## src/rtl/core/msed_pkg.sv

```systemverilog
// Shared types, register indexes and constants of the sensor event detector.
`timescale 1ns / 1ps

package msed_pkg;

  // Fixed field widths.
  localparam int THR_W      = 24;
  localparam int SUM_W      = 29;
  localparam int RISE_W     = 25;
  localparam int CFG_IDX_W  = 3;
  localparam int CFG_DATA_W = 24;
  localparam int MODE_W     = 3;
  localparam int WSIZE_W    = 5;
  localparam int SENS_W     = 4;
  localparam int GAS_W      = 3;

  // Configuration register indexes.
  localparam logic [CFG_IDX_W-1:0] CFG_MODE      = 3'd0;
  localparam logic [CFG_IDX_W-1:0] CFG_THRESHOLD = 3'd1;
  localparam logic [CFG_IDX_W-1:0] CFG_WSIZE     = 3'd2;
  localparam logic [CFG_IDX_W-1:0] CFG_RATE_THR  = 3'd3;
  localparam logic [CFG_IDX_W-1:0] CFG_SENS      = 3'd4;
  localparam logic [CFG_IDX_W-1:0] CFG_GAS_KIND  = 3'd5;

  // Detection modes; the two unused codes act as a plain threshold.
  localparam logic [MODE_W-1:0] MODE_SIMPLE = 3'd0;
  localparam logic [MODE_W-1:0] MODE_AVG    = 3'd1;
  localparam logic [MODE_W-1:0] MODE_RATE   = 3'd2;
  localparam logic [MODE_W-1:0] MODE_SMOKE  = 3'd3;
  localparam logic [MODE_W-1:0] MODE_GAS    = 3'd4;
  localparam logic [MODE_W-1:0] MODE_MOTION = 3'd5;

  // Gas kinds.
  localparam logic [GAS_W-1:0] GAS_CO      = 3'd0;
  localparam logic [GAS_W-1:0] GAS_LPG     = 3'd1;
  localparam logic [GAS_W-1:0] GAS_METHANE = 3'd2;
  localparam logic [GAS_W-1:0] GAS_NATURAL = 3'd3;

  // Operations carried by a request.
  localparam logic OP_EVAL  = 1'b0;
  localparam logic OP_CLEAR = 1'b1;

  // Register reset values.
  localparam logic signed [THR_W-1:0] THRESHOLD_RST = 24'sd12800;
  localparam logic signed [THR_W-1:0] RATE_THR_RST  = 24'sd1280;
  localparam logic [WSIZE_W-1:0]      WSIZE_RST     = 5'd5;
  localparam logic [SENS_W-1:0]       SENS_RST      = 4'd5;
  localparam logic [SENS_W-1:0]       SENS_MIN      = 4'd1;
  localparam logic [SENS_W-1:0]       SENS_MAX      = 4'd10;

  // Smoke and motion scale bases.
  localparam logic [4:0] SMOKE_BASE = 5'd29;
  localparam logic [3:0] MOTION_BASE = 4'd15;

  typedef struct packed {
    logic [MODE_W-1:0]         mode;
    logic signed [THR_W-1:0]   threshold;
    logic [WSIZE_W-1:0]        window_size;
    logic signed [THR_W-1:0]   rate_threshold;
    logic [SENS_W-1:0]         sensitivity;
    logic [GAS_W-1:0]          gas_kind;
  } cfg_t;

  // Pipeline strobes: a request enters, and the evaluate stage moves on.
  typedef struct packed {
    logic acc;
    logic adv;
  } pipe_ctl_t;

  // Default threshold per gas kind, Q16.8.
  function automatic logic signed [THR_W-1:0] gas_default(logic [GAS_W-1:0] kind);
    logic signed [THR_W-1:0] val;
    case (kind)
      GAS_CO:      val = 24'sd12800;
      GAS_LPG:     val = 24'sd256000;
      GAS_METHANE: val = 24'sd1280000;
      GAS_NATURAL: val = 24'sd640000;
      default:     val = 24'sd256000;
    endcase
    return val;
  endfunction

endpackage

```

## src/rtl/core/msed_cfg.sv

```systemverilog
// Configuration register bank of the sensor event detector.
`timescale 1ns / 1ps

module msed_cfg (
  input  logic                                clk_i,
  input  logic                                rst_ni,
  input  logic                                cfg_we_i,
  input  logic [msed_pkg::CFG_IDX_W-1:0]      cfg_idx_i,
  input  logic [msed_pkg::CFG_DATA_W-1:0]     cfg_wdata_i,
  output msed_pkg::cfg_t                      cfg_o
);
  import msed_pkg::*;

  cfg_t cfg_q, cfg_d;

  // Decode the register index and replace the addressed field.
  always_comb begin
    cfg_d = cfg_q;
    if (cfg_we_i) begin
      unique case (cfg_idx_i)
        CFG_MODE:      cfg_d.mode           = cfg_wdata_i[MODE_W-1:0];
        CFG_THRESHOLD: cfg_d.threshold      = $signed(cfg_wdata_i[THR_W-1:0]);
        CFG_WSIZE:     cfg_d.window_size    = cfg_wdata_i[WSIZE_W-1:0];
        CFG_RATE_THR:  cfg_d.rate_threshold = $signed(cfg_wdata_i[THR_W-1:0]);
        CFG_SENS:      cfg_d.sensitivity    = cfg_wdata_i[SENS_W-1:0];
        CFG_GAS_KIND:  cfg_d.gas_kind       = cfg_wdata_i[GAS_W-1:0];
        default:       cfg_d = cfg_q;
      endcase
    end
  end

  always_ff @(posedge clk_i or negedge rst_ni) begin
    if (!rst_ni) begin
      cfg_q.mode           <= MODE_SIMPLE;
      cfg_q.threshold      <= THRESHOLD_RST;
      cfg_q.window_size    <= WSIZE_RST;
      cfg_q.rate_threshold <= RATE_THR_RST;
      cfg_q.sensitivity    <= SENS_RST;
      cfg_q.gas_kind       <= GAS_CO;
    end else begin
      cfg_q <= cfg_d;
    end
  end

  assign cfg_o = cfg_q;

endmodule

```

## src/rtl/core/msed_window.sv

```systemverilog
// Sample history: window memory, write slot, fill count, previous sample and running sum.
`timescale 1ns / 1ps

module msed_window #(
  parameter int MAX_WINDOW  = 16,
  parameter int SAMPLE_BITS = 24
) (
  input  logic                                   clk_i,
  input  logic                                   rst_ni,
  input  msed_pkg::pipe_ctl_t                    ctl_i,
  input  logic                                   op_clear_i,
  input  logic signed [SAMPLE_BITS-1:0]          sample_i,
  input  logic [msed_pkg::WSIZE_W-1:0]           window_size_i,
  output logic [$clog2(MAX_WINDOW+1)-1:0]        fill_next_o,
  output logic signed [SAMPLE_BITS:0]            rise_o,
  output logic signed [msed_pkg::SUM_W-1:0]      sum_next_o
);
  import msed_pkg::*;

  localparam int FILL_W = $clog2(MAX_WINDOW + 1);
  localparam int SLOT_W = (MAX_WINDOW > 1) ? $clog2(MAX_WINDOW) : 1;

  logic signed [SAMPLE_BITS-1:0] mem [MAX_WINDOW];

  logic [FILL_W-1:0]             fill_q, fill_d;
  logic [SLOT_W-1:0]             slot_q, slot_d;
  logic signed [SAMPLE_BITS-1:0] prev_q, prev_d;
  logic signed [SUM_W-1:0]       sum_q;

  // Evaluate-stage copies taken when a request enters.
  logic signed [SAMPLE_BITS-1:0] rd_q;
  logic signed [SAMPLE_BITS-1:0] s1_sample_q;
  logic                          s1_full_q;
  logic                          s1_clr_q;

  logic [FILL_W-1:0] w_eff;
  logic [FILL_W-1:0] slot_inc;
  logic              full;

  // Effective window size, clamped to one through the memory depth.
  always_comb begin
    if (window_size_i == '0) begin
      w_eff = FILL_W'(1);
    end else if (32'(window_size_i) > MAX_WINDOW) begin
      w_eff = FILL_W'(MAX_WINDOW);
    end else begin
      w_eff = FILL_W'(window_size_i);
    end
  end

  // Next fill count, write slot and previous sample.
  always_comb begin
    full     = (fill_q >= w_eff);
    slot_inc = FILL_W'(slot_q) + FILL_W'(1);
    if (op_clear_i) begin
      fill_d = '0;
      slot_d = '0;
      prev_d = '0;
    end else begin
      fill_d = full ? fill_q : fill_q + FILL_W'(1);
      slot_d = (slot_inc >= w_eff) ? '0 : SLOT_W'(slot_inc);
      prev_d = sample_i;
    end
  end

  assign fill_next_o = fill_d;
  assign rise_o      = (SAMPLE_BITS+1)'(sample_i) - (SAMPLE_BITS+1)'(prev_q);

  always_ff @(posedge clk_i or negedge rst_ni) begin
    if (!rst_ni) begin
      fill_q <= '0;
      slot_q <= '0;
      prev_q <= '0;
    end else if (ctl_i.acc) begin
      fill_q <= fill_d;
      slot_q <= slot_d;
      prev_q <= prev_d;
    end
  end

  // Read-first port: the old entry is read while the new sample replaces it,
  // so back-to-back requests to the same slot need no forwarding.
  always_ff @(posedge clk_i) begin
    if (ctl_i.acc) begin
      rd_q <= mem[slot_q];
      if (!op_clear_i) begin
        mem[slot_q] <= sample_i;
      end
    end
  end

  always_ff @(posedge clk_i) begin
    if (ctl_i.acc) begin
      s1_sample_q <= sample_i;
      s1_full_q   <= full;
      s1_clr_q    <= op_clear_i;
    end
  end

  // Running sum: drop the evicted entry once the window is full, add the new sample.
  always_comb begin
    if (s1_clr_q) begin
      sum_next_o = '0;
    end else if (s1_full_q) begin
      sum_next_o = sum_q - SUM_W'(rd_q) + SUM_W'(s1_sample_q);
    end else begin
      sum_next_o = sum_q + SUM_W'(s1_sample_q);
    end
  end

  always_ff @(posedge clk_i or negedge rst_ni) begin
    if (!rst_ni) begin
      sum_q <= '0;
    end else if (ctl_i.adv) begin
      sum_q <= sum_next_o;
    end
  end

endmodule

```

## src/rtl/core/msed_eval.sv

```systemverilog
// Mode evaluation: scaled operands on entry, final compare in the evaluate stage.
`timescale 1ns / 1ps

module msed_eval #(
  parameter int MAX_WINDOW  = 16,
  parameter int SAMPLE_BITS = 24
) (
  input  logic                                   clk_i,
  input  msed_pkg::pipe_ctl_t                    ctl_i,
  input  msed_pkg::cfg_t                         cfg_i,
  input  logic                                   op_clear_i,
  input  logic signed [SAMPLE_BITS-1:0]          sample_i,
  input  logic [$clog2(MAX_WINDOW+1)-1:0]        fill_next_i,
  input  logic signed [SAMPLE_BITS:0]            rise_i,
  input  logic signed [msed_pkg::SUM_W-1:0]      sum_next_i,
  output logic                                   detected_o,
  output logic signed [msed_pkg::RISE_W-1:0]     rise_o,
  output logic [$clog2(MAX_WINDOW+1)-1:0]        fill_o
);
  import msed_pkg::*;

  localparam int FILL_W = $clog2(MAX_WINDOW + 1);
  localparam int CW     = ((SAMPLE_BITS > THR_W) ? SAMPLE_BITS : THR_W) + 9;

  logic signed [CW-1:0]        s_x, t_x;
  logic [SENS_W-1:0]           k;
  logic [4:0]                  f_smoke;
  logic [3:0]                  f_motion;
  logic signed [THR_W+5:0]     smoke_p;
  logic signed [THR_W+4:0]     motion_p;
  logic signed [THR_W+FILL_W:0] avg_p;
  logic signed [THR_W-1:0]     gas_thr;
  logic signed [CW-1:0]        lhs_d, rhs_d;
  logic                        avg_d, gate_d;

  logic signed [CW-1:0]        lhs_q, rhs_q;
  logic                        avg_q, gate_q, clr_q;
  logic signed [RISE_W-1:0]    rise_q;
  logic [FILL_W-1:0]           fill_q;

  // Sensitivity clamp and the scale factors for smoke and motion.
  always_comb begin
    if (cfg_i.sensitivity < SENS_MIN) begin
      k = SENS_MIN;
    end else if (cfg_i.sensitivity > SENS_MAX) begin
      k = SENS_MAX;
    end else begin
      k = cfg_i.sensitivity;
    end
    f_smoke  = SMOKE_BASE - {k, 1'b0};
    f_motion = MOTION_BASE - k;
  end

  // Narrow multiplies for the scaled modes; the mode picks the pair to compare later.
  always_comb begin
    s_x      = CW'(sample_i);
    t_x      = CW'(cfg_i.threshold);
    smoke_p  = cfg_i.threshold * $signed({1'b0, f_smoke});
    motion_p = cfg_i.threshold * $signed({1'b0, f_motion});
    avg_p    = cfg_i.threshold * $signed({1'b0, fill_next_i});
    gas_thr  = (cfg_i.threshold <= 0) ? gas_default(cfg_i.gas_kind) : cfg_i.threshold;
    avg_d    = 1'b0;
    gate_d   = 1'b1;
    case (cfg_i.mode)
      MODE_AVG: begin
        lhs_d = '0;
        rhs_d = CW'(avg_p);
        avg_d = 1'b1;
      end
      MODE_RATE: begin
        lhs_d  = s_x;
        rhs_d  = t_x;
        gate_d = (CW'(rise_i) > CW'(cfg_i.rate_threshold));
      end
      MODE_SMOKE: begin
        lhs_d = CW'(s_x * 18);
        rhs_d = CW'(smoke_p);
      end
      MODE_GAS: begin
        lhs_d = s_x;
        rhs_d = CW'(gas_thr);
      end
      MODE_MOTION: begin
        lhs_d = CW'(s_x * 5);
        rhs_d = CW'(motion_p);
      end
      default: begin
        lhs_d = s_x;
        rhs_d = t_x;
      end
    endcase
  end

  always_ff @(posedge clk_i) begin
    if (ctl_i.acc) begin
      lhs_q  <= lhs_d;
      rhs_q  <= rhs_d;
      avg_q  <= avg_d;
      gate_q <= gate_d;
      clr_q  <= op_clear_i;
      rise_q <= op_clear_i ? '0 : RISE_W'(rise_i);
      fill_q <= fill_next_i;
    end
  end

  // Final compare; averaging uses the running sum that this stage produces.
  always_comb begin
    if (clr_q) begin
      detected_o = 1'b0;
    end else if (avg_q) begin
      detected_o = (CW'(sum_next_i) > rhs_q);
    end else begin
      detected_o = (lhs_q > rhs_q) && gate_q;
    end
  end

  assign rise_o = rise_q;
  assign fill_o = fill_q;

endmodule

```

## src/rtl/core/multi_mode_sensor_event_detector_unit.sv

```systemverilog
// Top level of the multi-mode sensor event detector.
//
// Requests arrive on in_valid_i/in_ready_o with operation_i and sample_i;
// results leave on out_valid_o/out_ready_i with detected_o, rise_o and
// window_fill_o, one result per request, in order. Configuration registers
// are written through cfg_we_i/cfg_idx_i/cfg_wdata_i, one register per cycle;
// the user must write them only while no request is in flight, and the block
// itself does not enforce this. Throughput is one request per cycle while the
// output is not stalled. An accepted request passes the evaluate-stage
// registers, which capture the window memory read from a read-first port that
// returns the evicted entry as the new sample is written, then the output
// register, which loads the running-sum update and final compare.
// Reset returns the registers to their defaults, empties the history and
// drops both valids; the window memory needs no clearing pass because the
// fill count guards every read. When the receiver stalls, the output
// register holds its result, one more request waits in the evaluate stage,
// and in_ready_o falls until the output is taken.
`timescale 1ns / 1ps

module multi_mode_sensor_event_detector_unit #(
  parameter int MAX_WINDOW  = 16,
  parameter int SAMPLE_BITS = 24
) (
  input  logic                                 clk_i,
  input  logic                                 rst_ni,
  input  logic                                 cfg_we_i,
  input  logic [msed_pkg::CFG_IDX_W-1:0]       cfg_idx_i,
  input  logic [msed_pkg::CFG_DATA_W-1:0]      cfg_wdata_i,
  input  logic                                 in_valid_i,
  output logic                                 in_ready_o,
  input  logic                                 operation_i,
  input  logic signed [SAMPLE_BITS-1:0]        sample_i,
  output logic                                 out_valid_o,
  input  logic                                 out_ready_i,
  output logic                                 detected_o,
  output logic signed [msed_pkg::RISE_W-1:0]   rise_o,
  output logic [$clog2(MAX_WINDOW+1)-1:0]      window_fill_o
);
  import msed_pkg::*;

  localparam int FILL_W = $clog2(MAX_WINDOW + 1);

  cfg_t      cfg;
  pipe_ctl_t ctl;
  logic      op_clear;
  logic      s1_valid_q, s1_valid_d;
  logic      out_valid_q, out_valid_d;
  logic      can_adv;

  logic [FILL_W-1:0]             fill_next;
  logic signed [SAMPLE_BITS:0]   rise_in;
  logic signed [SUM_W-1:0]       sum_next;
  logic                          det_s1;
  logic signed [RISE_W-1:0]      rise_s1;
  logic [FILL_W-1:0]             fill_s1;

  logic                          detected_q;
  logic signed [RISE_W-1:0]      rise_q;
  logic [FILL_W-1:0]             fill_q;

  // Handshake: the evaluate stage moves on whenever the output register frees up.
  always_comb begin
    op_clear    = (operation_i == OP_CLEAR);
    can_adv     = !out_valid_q || out_ready_i;
    in_ready_o  = !s1_valid_q || can_adv;
    ctl.acc     = in_valid_i && in_ready_o;
    ctl.adv     = s1_valid_q && can_adv;
    s1_valid_d  = ctl.acc ? 1'b1 : (ctl.adv ? 1'b0 : s1_valid_q);
    out_valid_d = ctl.adv ? 1'b1 : (out_ready_i ? 1'b0 : out_valid_q);
  end

  always_ff @(posedge clk_i or negedge rst_ni) begin
    if (!rst_ni) begin
      s1_valid_q  <= 1'b0;
      out_valid_q <= 1'b0;
    end else begin
      s1_valid_q  <= s1_valid_d;
      out_valid_q <= out_valid_d;
    end
  end

  msed_cfg u_cfg (
    .clk_i       (clk_i),
    .rst_ni      (rst_ni),
    .cfg_we_i    (cfg_we_i),
    .cfg_idx_i   (cfg_idx_i),
    .cfg_wdata_i (cfg_wdata_i),
    .cfg_o       (cfg)
  );

  msed_window #(
    .MAX_WINDOW  (MAX_WINDOW),
    .SAMPLE_BITS (SAMPLE_BITS)
  ) u_window (
    .clk_i         (clk_i),
    .rst_ni        (rst_ni),
    .ctl_i         (ctl),
    .op_clear_i    (op_clear),
    .sample_i      (sample_i),
    .window_size_i (cfg.window_size),
    .fill_next_o   (fill_next),
    .rise_o        (rise_in),
    .sum_next_o    (sum_next)
  );

  msed_eval #(
    .MAX_WINDOW  (MAX_WINDOW),
    .SAMPLE_BITS (SAMPLE_BITS)
  ) u_eval (
    .clk_i       (clk_i),
    .ctl_i       (ctl),
    .cfg_i       (cfg),
    .op_clear_i  (op_clear),
    .sample_i    (sample_i),
    .fill_next_i (fill_next),
    .rise_i      (rise_in),
    .sum_next_i  (sum_next),
    .detected_o  (det_s1),
    .rise_o      (rise_s1),
    .fill_o      (fill_s1)
  );

  // Output register.
  always_ff @(posedge clk_i) begin
    if (ctl.adv) begin
      detected_q <= det_s1;
      rise_q     <= rise_s1;
      fill_q     <= fill_s1;
    end
  end

  assign out_valid_o   = out_valid_q;
  assign detected_o    = detected_q;
  assign rise_o        = rise_q;
  assign window_fill_o = fill_q;

endmodule

```

## config.mk

```make
export PLATFORM = sky130hd
export DESIGN_NAME = multi_mode_sensor_event_detector_unit
export DESIGN_NICKNAME = d
export VERILOG_FILES = /design/src/rtl/core/msed_pkg.sv /design/src/rtl/core/msed_cfg.sv /design/src/rtl/core/msed_window.sv /design/src/rtl/core/msed_eval.sv /design/src/rtl/core/multi_mode_sensor_event_detector_unit.sv
export SDC_FILE = /design/constraint.sdc
export NUM_CORES = 2
export LEC_CHECK = 0
export BUFFER_PORTS_ARGS = -buffer_cell sky130_fd_sc_hd__buf_2
export CORE_MARGIN = 2
export CORE_UTILIZATION = 65
export DETAILED_ROUTE_END_ITERATION = 16
export PLACE_DENSITY_LB_ADDON = 0.25
export SETUP_SLACK_MARGIN = 0.15
export SLEW_MARGIN = 20
export SYNTH_ARGS = -nofsm -noshare
export SYNTH_HDL_FRONTEND = slang
export SYNTH_HIERARCHICAL = 1
export SYNTH_SLANG_ARGS = --single-unit
export TNS_END_PERCENT = 50
```

## constraint.sdc

```tcl
create_clock -name clk_i -period 10.9 [get_ports clk_i]
set_input_delay 1.09 -clock clk_i [delete_from_list [all_inputs] [get_ports clk_i]]
set_output_delay 1.09 -clock clk_i [all_outputs]
set_load 0.05 [all_outputs]
```

==> metrics.cfg <==
[grt]
top_usage_layer=met2
grt.met1_usage_pct=47.7
use_met2_pct=58.5
grt_usage_pct=37.0
grt_max_degree=79
grt_first_pass_wirelength_um=214000
grt_overflow=0
grt_pass1_vias=36000
use_met3_pct=8.55
antenna_found_initial=6

[setup_path]
r2r_start=u_cfg/cfg_o[32]$_DFFE_PN0P_
rrSetupSlack_ns=3.43
cpPeakStageDelay_ns=0.87
critPathLaunchType=register
crit_family=simple AND/OR/NAND/NOR gates
critPathMostFrequentCell=a21oi_1
path_max_fanout=25
r2r_end=u_eval/rhs_q[24]$_DFFE_PP_
cp.arrival_ns=7.83
cp_slowest_cell=nor2_2
worstPathRequired_ns=11.26
critical_path_class=register to register
crit_buf_inv=1
reg2reg_depth=27
crit_path_end_kind=register
crit_start=u_cfg/cfg_o[32]$_DFFE_PN0P_

[layout]
layout-drive-gt1-share_pct=11.7
num-fill-cells=5133
area_growth_pct=8.46
fin_nets=5088
finalCoreUtilization_pct=71.2
final_common_cell=edfxtp_1
final_cell_mix=edfxtp_1 (558), inv_1 (540), ha_1 (439)

[sta]
skew_ns=0.0476
hold_viol=0
grt_setup_unrepaired=false
min_period_over_period_pct=68.6
tns_ns=0
maxSlewHeadroom_pct=25.3
report.final.slew_viol_count=0
finalCriticalPeriod_ns=7.47
fmax_mhz=134
tightestPinTransition_ns=1.12
setup_viol=0

[pwr]
peakVddDrop_uv=269
p_per_area_mw_per_mm2=306
p_leak_nw=22.6

[logic_synthesis]
yosysUniqueCellTypes=96
syn_area_per_cell_um2=11.4
ys_seq_area_share_pct=40.9
syn-num-nets=5000
yosysWarnings=6
synth_flop_cell=edfxtp_1
synth_cells=4278
synth-seq-cells=685
synth_edf_count=558
synth_area_mm2=0.0488
synthArstFlopShare_pct=18.5

[worst_hold_path]
worstHoldPathType=register to register
hold_start=u_eval/rise_o[24]$_SDFFCE_PP0P_
hold_depth=0
holdPathEnd=rise_o[24]$_DFFE_PP_

[detailed_routing]
drc=0
post_drt_wl_per_cell_um=25.9
drtAntennaViolNets=0
drt-total-wl_um=140000
vias=35400
first_iter_violations=4190
vias_per_cell=6.55
dr.pass1.iters=10

[placement]
portBuffers=89
place_congestion=0.947
hpwl_um=92300

[status]
outcome=completed

[cts]
ctsHtreeMaxLevel=3
post_cts_buffers=0
cts_hold_buf=0
clk_pin_slew_worst_paths_ns=0.06
cts.sinks=685
cts_buffer_depth=3
cts.repair.resized=0
cts_buffers=75
clockRootBuffer=clkbuf_16
insertion_delay_ns=0.66
cts_tree=built

[die]
die_w_um=278
row_count=100
ioPinCount=90
die_h_um=278
start_util_pct=65.6
die_area_mm2=0.0772
core_area_mm2=0.0743

[flow_run]
max_cap_viol_count=0

## cell usage after synthesis, types with 15 or more instances
library cell / count / area share, %
nor2_1: 178 / 1.4
o22ai_1: 21 / 0.27
a31oi_1: 29 / 0.37
o21a_1: 28 / 0.43
fa_1: 226 / 9.3
or3_1: 16 / 0.21
nand2_1: 231 / 1.8
nand3b_1: 23 / 0.35
xnor2_1: 112 / 2.0
o211ai_1: 21 / 0.32
mux2_2: 48 / 1.1
nor4_1: 15 / 0.19
and2_1: 184 / 2.4
mux2i_1: 20 / 0.41
nand4_1: 38 / 0.49
nor2b_1: 126 / 1.6
and3_1: 22 / 0.28
mux2_4: 20 / 0.62
a211oi_1: 35 / 0.54
mux4_2: 120 / 5.5
a21oi_1: 224 / 2.3
nand2b_1: 41 / 0.53
edfxtp_1: 558 / 34
clkbuf_1: 121 / 0.93
inv_1: 540 / 4.2
ha_1: 439 / 11
xor2_1: 72 / 1.3
o21bai_1: 27 / 0.42
nand3_1: 50 / 0.51
dfrtp_1: 118 / 6.1
o21ai_0: 176 / 1.8
buf_1: 17 / 0.13
a21o_1: 111 / 1.7
nor3_1: 35 / 0.36
## registers in the layout, summed over array words and instances, names as in the netlist, 4 cells and up
signal,count
u_eval/rise_o,25
rise_o,25
u_window/sum_q,29
u_eval/rhs_q,30
u_window/fill_q,5
u_window/mem,384
u_window/prev_q,24
u_cfg/cfg_o,63
window_fill_o,5
u_eval/fill_o,5
u_window/s1_sample_q,24
u_window/slot_q,4
u_window/rd_q,24
u_eval/lhs_q,30
## power breakdown
| group | total [mW] | switching, mW | internal [mW] | leakage [nW] |
|---|---|---|---|---|
| sequential | 3.48 | 0.294 | 3.19 | 6.72 |
| combinational | 10.1 | 6.09 | 4.04 | 14.7 |
| clock | 2.56 | 1.12 | 1.44 | 1.19 |
| total | 16.2 | 7.50 | 8.67 | 22.6 |
## per-layer routing
layer  wire (um)  share of wire, %
met5          16             0.011
met3       14000                10
met2       64600                46
met1       52600                38
met4        8710               6.2
## cells by family after synthesis
group / Yosys count / share of synthesized area, %
simple gates: 998 / 10.7
compound gates: 847 / 11.4
buf+inv: 690 / 5.40
flops: 685 / 40.9
fa+ha+maj: 665 / 20.5
mux: 208 / 7.68
xor+xnor: 185 / 3.35
## metrics by stage
step	total power, mW	cell area, um^2	hold slack [ns]	instances	setup slack [ns]
global route	17.4	52900	0.419	5396	2.76
CTS	16.0	52900	0.419	5395	3.49
floorplan	10.8	48800	0.400	4278	4.34
finish	16.2	52900	0.415	5399	3.43
global placement	13.0	50400	0.402	5257	3.63
detailed placement	13.3	50400	0.405	5257	3.51
## worst register-to-register path, cell delays in order, from the launching register on
cell	delay, ns
dfrtp_1	0.38
nor3_1	0.18
nor2_1	0.05
nor2_1	0.15
ha_1	0.25
nand2b_1	0.14
a21oi_1	0.14
nor2b_1	0.05
o21ai_0	0.14
nand2b_1	0.07
a21oi_1	0.61
xnor2_1	0.19
nor2_2	0.87
nand2_1	0.18
fa_1	0.52
inv_1	0.05
fa_1	0.46
fa_1	0.49
ha_1	0.38
a21oi_1	0.30
nand2_1	0.09
nor3_1	0.29
nor2_1	0.20
a2111oi_2	0.44
o21bai_1	0.13
a21oi_1	0.18
xor2_1	0.16
o21ai_0	0.09
## final cells by class
type                       count  area [um^2]  share of cell area (%)
clock inverter                50          529                    1.00
antenna                        3         7.51                  0.0142
tap                          969         1210                    2.29
sequential                   685        20000                    37.7
timing repair buffer         160         1010                    1.91
clock buffer                  88         1950                    3.68
multi-input combinational   2903        26200                    49.5
inverter                     541         2030                    3.84
## how the worst max path moves through the flow
stage / to / slack (ns) / depth (start not counted)
after floorplan: u_eval/rhs_q[25]$_DFFE_PP_ / 4.34 / 28
after global placement: u_eval/rhs_q[24]$_DFFE_PP_ / 3.63 / 27
after detailed placement: u_eval/rhs_q[24]$_DFFE_PP_ / 3.51 / 27
after CTS: u_eval/rhs_q[24]$_DFFE_PP_ / 3.49 / 27
after global routing: u_eval/rhs_q[24]$_DFFE_PP_ / 2.76 / 27
final: u_eval/rhs_q[24]$_DFFE_PP_ / 3.43 / 27
No activity file was read; power rests on OpenSTA's default activity.
